[config.mk]
export PLATFORM = sky130hd
export DESIGN_NAME = cau_front
export DESIGN_NICKNAME = d
export VERILOG_FILES = /design/src/cau_pkg.sv /design/src/cau_front.sv
export SDC_FILE = /design/constraint.sdc
export NUM_CORES = 1
export LEC_CHECK = 0
export BUFFER_PORTS_ARGS = -buffer_cell sky130_fd_sc_hd__buf_2
export CAP_MARGIN = 10
export CORE_MARGIN = 2
export CORE_UTILIZATION = 25
export CTS_CLUSTER_SIZE = 40
export DETAILED_ROUTE_END_ITERATION = 12
export PLACE_DENSITY = 0.43
export SLEW_MARGIN = 20
export SYNTH_ARGS = -nofsm -noshare
export SYNTH_HDL_FRONTEND = slang
export SYNTH_SLANG_ARGS = --single-unit
export TNS_END_PERCENT = 30
[constraint.sdc]
create_clock -name clk -period 11.5 [get_ports clk]
set_input_delay 0 -clock clk [delete_from_list [all_inputs] [get_ports clk]]
set_output_delay 0 -clock clk [all_outputs]
set_load 0.01 [all_outputs]
[src/cau_pkg.sv]
// ----------------------------------------------------------------------------
// cau_pkg
// Shared types, codes and defaults for the complex arithmetic unit.
// ----------------------------------------------------------------------------
package cau_pkg;

  localparam int FIELD_BITS    = 32;
  localparam int WORD_BITS_DEF = 32;
  localparam int FRAC_BITS_DEF = 16;
  localparam int QDEPTH        = 2;
  localparam int QPTR_W        = 1;
  localparam int QCNT_W        = 2;

  // operation codes as they arrive on the input word
  localparam logic [2:0] OP_ADD  = 3'd0;
  localparam logic [2:0] OP_SUB  = 3'd1;
  localparam logic [2:0] OP_MUL  = 3'd2;
  localparam logic [2:0] OP_DIV  = 3'd3;
  localparam logic [2:0] OP_CONJ = 3'd4;

  typedef enum logic [2:0] {
    K_ADD,
    K_SUB,
    K_MUL,
    K_DIV,
    K_CONJ,
    K_NONE
  } item_kind_t;

  typedef enum logic [1:0] {
    ST_OK   = 2'd0,
    ST_DIVZ = 2'd1,
    ST_SAT  = 2'd2
  } status_t;

  typedef struct packed {
    logic [2:0]                   op;
    logic signed [FIELD_BITS-1:0] a_re;
    logic signed [FIELD_BITS-1:0] a_im;
    logic signed [FIELD_BITS-1:0] b_re;
    logic signed [FIELD_BITS-1:0] b_im;
  } in_word_t;

  typedef struct packed {
    logic signed [FIELD_BITS-1:0] r_re;
    logic signed [FIELD_BITS-1:0] r_im;
    logic [1:0]                   status;
  } out_word_t;

endpackage

[src/cau_front.sv]
// ----------------------------------------------------------------------------
// cau_front
// Accepts input words, classifies the operation and queues the operands.
// ----------------------------------------------------------------------------
module cau_front import cau_pkg::*; #(
  parameter int WORD_BITS = WORD_BITS_DEF
) (
  input  logic                        clk,
  input  logic                        rst,
  input  logic                        in_valid,
  output logic                        in_stall,
  input  in_word_t                    in_word,
  output logic                        q_valid,
  output item_kind_t                  q_kind,
  output logic signed [WORD_BITS-1:0] q_a_re,
  output logic signed [WORD_BITS-1:0] q_a_im,
  output logic signed [WORD_BITS-1:0] q_b_re,
  output logic signed [WORD_BITS-1:0] q_b_im,
  input  logic                        q_pop
);

  localparam int W = WORD_BITS;

  item_kind_t              kind_mem [0:QDEPTH-1];
  logic signed [W-1:0]     a_re_mem [0:QDEPTH-1];
  logic signed [W-1:0]     a_im_mem [0:QDEPTH-1];
  logic signed [W-1:0]     b_re_mem [0:QDEPTH-1];
  logic signed [W-1:0]     b_im_mem [0:QDEPTH-1];
  logic [QPTR_W-1:0]       wr_ptr;
  logic [QPTR_W-1:0]       rd_ptr;
  logic [QCNT_W-1:0]       cnt;
  logic [QCNT_W-1:0]       cnt_next;
  logic                    push;
  logic                    pop;
  item_kind_t              kind;

  always_comb begin
    unique case (in_word.op)
      OP_ADD:  kind = K_ADD;
      OP_SUB:  kind = K_SUB;
      OP_MUL:  kind = K_MUL;
      OP_DIV:  kind = K_DIV;
      OP_CONJ: kind = K_CONJ;
      default: kind = K_NONE;
    endcase
  end

  assign in_stall = (cnt == QCNT_W'(QDEPTH));
  assign push     = in_valid && !in_stall;
  assign q_valid  = (cnt != '0);
  assign pop      = q_pop && q_valid;

  always_comb begin
    cnt_next = cnt;
    if (push && !pop) begin
      cnt_next = cnt + 1'b1;
    end else if (pop && !push) begin
      cnt_next = cnt - 1'b1;
    end
  end

  always_ff @(posedge clk) begin
    if (rst) begin
      cnt    <= '0;
      wr_ptr <= '0;
      rd_ptr <= '0;
    end else begin
      cnt <= cnt_next;
      if (push) begin
        wr_ptr <= wr_ptr + 1'b1;
      end
      if (pop) begin
        rd_ptr <= rd_ptr + 1'b1;
      end
    end
  end

  // keep the low word bits of each field as signed values
  always_ff @(posedge clk) begin
    if (push) begin
      kind_mem[wr_ptr] <= kind;
      a_re_mem[wr_ptr] <= signed'(in_word.a_re[W-1:0]);
      a_im_mem[wr_ptr] <= signed'(in_word.a_im[W-1:0]);
      b_re_mem[wr_ptr] <= signed'(in_word.b_re[W-1:0]);
      b_im_mem[wr_ptr] <= signed'(in_word.b_im[W-1:0]);
    end
  end

  assign q_kind = kind_mem[rd_ptr];
  assign q_a_re = a_re_mem[rd_ptr];
  assign q_a_im = a_im_mem[rd_ptr];
  assign q_b_re = b_re_mem[rd_ptr];
  assign q_b_im = b_im_mem[rd_ptr];

endmodule

==> summary.txt <==
Run status
  – Status: finished, final reports clean

Detailed routing
  – Routed Antenna Nets: 0
  – Total Wirelength: 22.20 mm
  – Drt first pass iters: 4
  – Vias per cell: 3.881
  – DRC viols: 0
  – Via count: 5464
  – Starting DRT DRC Count: 206
  – Post-DR wirelength/cell: 15.77 um

Critical path
  – Setup slack, reg-to-reg: 8740 ps
  – Critical path launch point type: flip-flop
  – Critical path required time: 11500 ps
  – Reg-to-Reg End: kind_mem[0][1]
  – Critical Path AT: 2890 ps
  – R2r worst-path depth: 4
  – Setup crit end kind: output port
  – Critical path class: reg2out
  – RR Startpoint: cnt[1]
  – Crit-path max FO: 53
  – Crit path capture: q_b_im[14]

Pwr
  – Leakage: 5.453 nW
  – PD cells: 206.4 nW/um^2
  – VDD IR max: 0.0001913 V

GRT
  – Initial antenna violation count: 0
  – GR Overflow Total: 0
  – Largest net degree at the start of global routing: 81
  – Total track usage: 0.1023
  – Number of global-route vias before repair: 5890
  – First-pass GRT wire length: 32.70 mm

Synthesis
  – Synth cell types: 20
  – Post-synth EDFFs: 262
  – Ys async rst share: 0
  – FF+latch count, synth: 267
  – Leading post-synthesis cells by cell area: edfxtp_1 78%, mux2_4 13%, mux2_2 4.6%
  – Post-Syn Area: 10070 um^2
  – Average size of a mapped cell: 23.09 um^2
  – Net count after synthesis: 572
  – Cells after synthesis: 436
  – Area leader, netlist: edfxtp_1
  – Top-area cell type share of the netlist area: 0.7816
  – Dominant synthesized flop cell: edfxtp_1
  – Register area share after synthesis: 0.7915
  – Yosys warning count: 0
  – Synth cell count leaders: 262 x edfxtp_1, 90 x mux2_4, 41 x mux2_2
  – Top-count cell post-synth: edfxtp_1

Timing
  – Final Skew: 4.784 ps
  – Fin crit share: 0.2513
  – RSZ-0062 raised after global routing: false
  – Final min period: 2890 ps
  – Least-Margin Pin Slew: 979.2 ps
  – Setup violators final: 0
  – Rel. slew slack: 0.3472
  – Pins over their slew limit: 0
  – Max Clock Freq: 346.0 MHz
  – Fin Setup TNS: 0 ps
  – Final Hold Viols: 0

Finish
  – Final net count: 997
  – Util after Layout: 0.3586
  – Area growth from synthesis to layout: 41.54%
  – Design area: 14250 um^2
  – Antenna cells: 0
  – Layout cell share with drive strength beyond 1: 0.5074
  – Non-Filler Instances: 1408

Clock network
  – CTS tree: done
  – Clk Latency, worst-skew pair: 550 ps
  – H-Tree Depth: 1
  – Post-CTS setup buffer count: 0
  – Num CTS Buffers: 31
  – Register clock-pin slew on the reported worst setup and hold paths: 50 ps
  – Clk sinks: 267
  – Clock root buffer: clkbuf_16
  – Max clock buf depth: 3
  – Post-CTS Resized: 0

Placement
  – RD Place Congestion: 0.6675
  – Detail Placement HPWL: 13.86 mm
  – I/O Buffers: 267
  – Placed Cells: 1217
  – Placed standard-cell area: 11960 um^2

Die
  – Die span in y: 204.7 um
  – Die ar.: 41880 um^2
  – Initial core utilization: 0.2533
  – Core Area: 39730 um^2
  – Die Span X: 204.7 um
  – Ports: 268
  – Floorplan row count: 73

Flow run
  – Max_cap viols: 0

Worst hold path
  – Min-Delay Path Class: in2reg
## logic make-up after synthesis
| kind of cell | count (synthesis) | synth area share |
|---|---|---|
| simple gates | 10 | 0.005470 |
| xor+xnor | 3 | 0.002611 |
| mux | 131 | 0.1801 |
| buf+inv | 18 | 0.01579 |
| fa+ha+maj | 1 | 0.001243 |
| compound gates | 6 | 0.003232 |
| flops | 267 | 0.7915 |
## sequential cells by signal (all words and copies together), names as in the netlist, named ones only
signal	count
a_re_mem	64
wr_ptr	1
b_re_mem	64
b_im_mem	64
rd_ptr	1
kind_mem	6
a_im_mem	64
cnt	2
## routing by layer
metal | up-vias | wire length (um) | track usage
met3 | 35 | 1900 | 0.03484
met4 | 0 | 514 | 0.03339
met1 | 2676 | 9362 | 0.1228
met5 | - | 0 | 0
met2 | 172 | 10430 | 0.1716
li1 | 2581 | - | -
## report_power, final
part	leakage [nW]	internal (mW)	switching (mW)
combinational	2.51	0.385	0.375
clock	0.455	0.532	0.372
sequential	2.49	1.22	0.0526
## layout by cell type (no fill, tap or decap)
| cell | netlist | layout |
|---|---|---|
| a21o_1 | 1 | 1 |
| a21oi_1 | 2 | 2 |
| and2_4 | 0 | 1 |
| buf_2 | 4 | 267 |
| buf_4 | 0 | 5 |
| bufinv_16 | 0 | 2 |
| clkbuf_1 | 1 | 6 |
| clkbuf_16 | 0 | 31 |
| clkinv_1 | 0 | 9 |
| clkinv_2 | 0 | 6 |
| clkinvlp_4 | 0 | 1 |
| dfxtp_1 | 5 | 4 |
| dfxtp_4 | 0 | 1 |
| dlygate4sd3_1 | 0 | 136 |
| edfxtp_1 | 262 | 262 |
| ha_1 | 1 | 1 |
| inv_1 | 2 | 1 |
| inv_6 | 0 | 1 |
| mux2_2 | 41 | 41 |
| mux2_4 | 90 | 90 |
| nor2_1 | 4 | 4 |
| nor2b_1 | 1 | 1 |
| nor2b_2 | 1 | 1 |
| o21ai_0 | 3 | 3 |
| or2_2 | 1 | 1 |
| or3_1 | 2 | 2 |
| xor2_1 | 3 | 3 |
## worst min-delay path by stage
stage,from,to,slack (ps),depth (start not counted)
6_report,in_word[98],a_re_mem[1][2],170,2
5_1_grt,in_word[39],b_re_mem[0][7],140,2
3_3_place_gp,in_word[2],b_im_mem[0][2],190,1
3_5_place_dp,in_word[23],b_im_mem[0][23],190,1
4_1_cts,in_word[2],b_im_mem[1][2],110,2
2_1_floorplan,rst,cnt[1],70,1
## critical path, stage by stage (launching register included)
cell and delay (ps):
dfxtp_4 800, buf_4 880, mux2_2 440, buf_2 140
## through the flow
stage	worst slack, ps	total power, mW	hold WS (ps)
2_1_floorplan	7348	1.786	69.07
3_3_place_gp	8691	2.043	187.2
3_5_place_dp	8667	2.045	191.4
4_1_cts	8491	3.010	113.8
5_1_grt	8415	3.093	136.0
6_report	8610	2.941	166.3
## repair_timing
action                                  4_1_cts  5_1_grt
hold buffers                                136        0
endpoints found under the setup margin        0        0
endpoints found under the hold margin       267        0
## area by class of cell
type,instances,area (um^2)
Fill cell,3855,25480
Tap cell,525,656.9
Timing Repair Buffer,408,2735
Sequential cell,267,7971
Inverter,2,12.51
Clock inverter,18,131.4
Clock buffer,37,798.3
Multi-Input combinational cell,151,1942
Note: power is estimated with default switching activity, not from simulation.
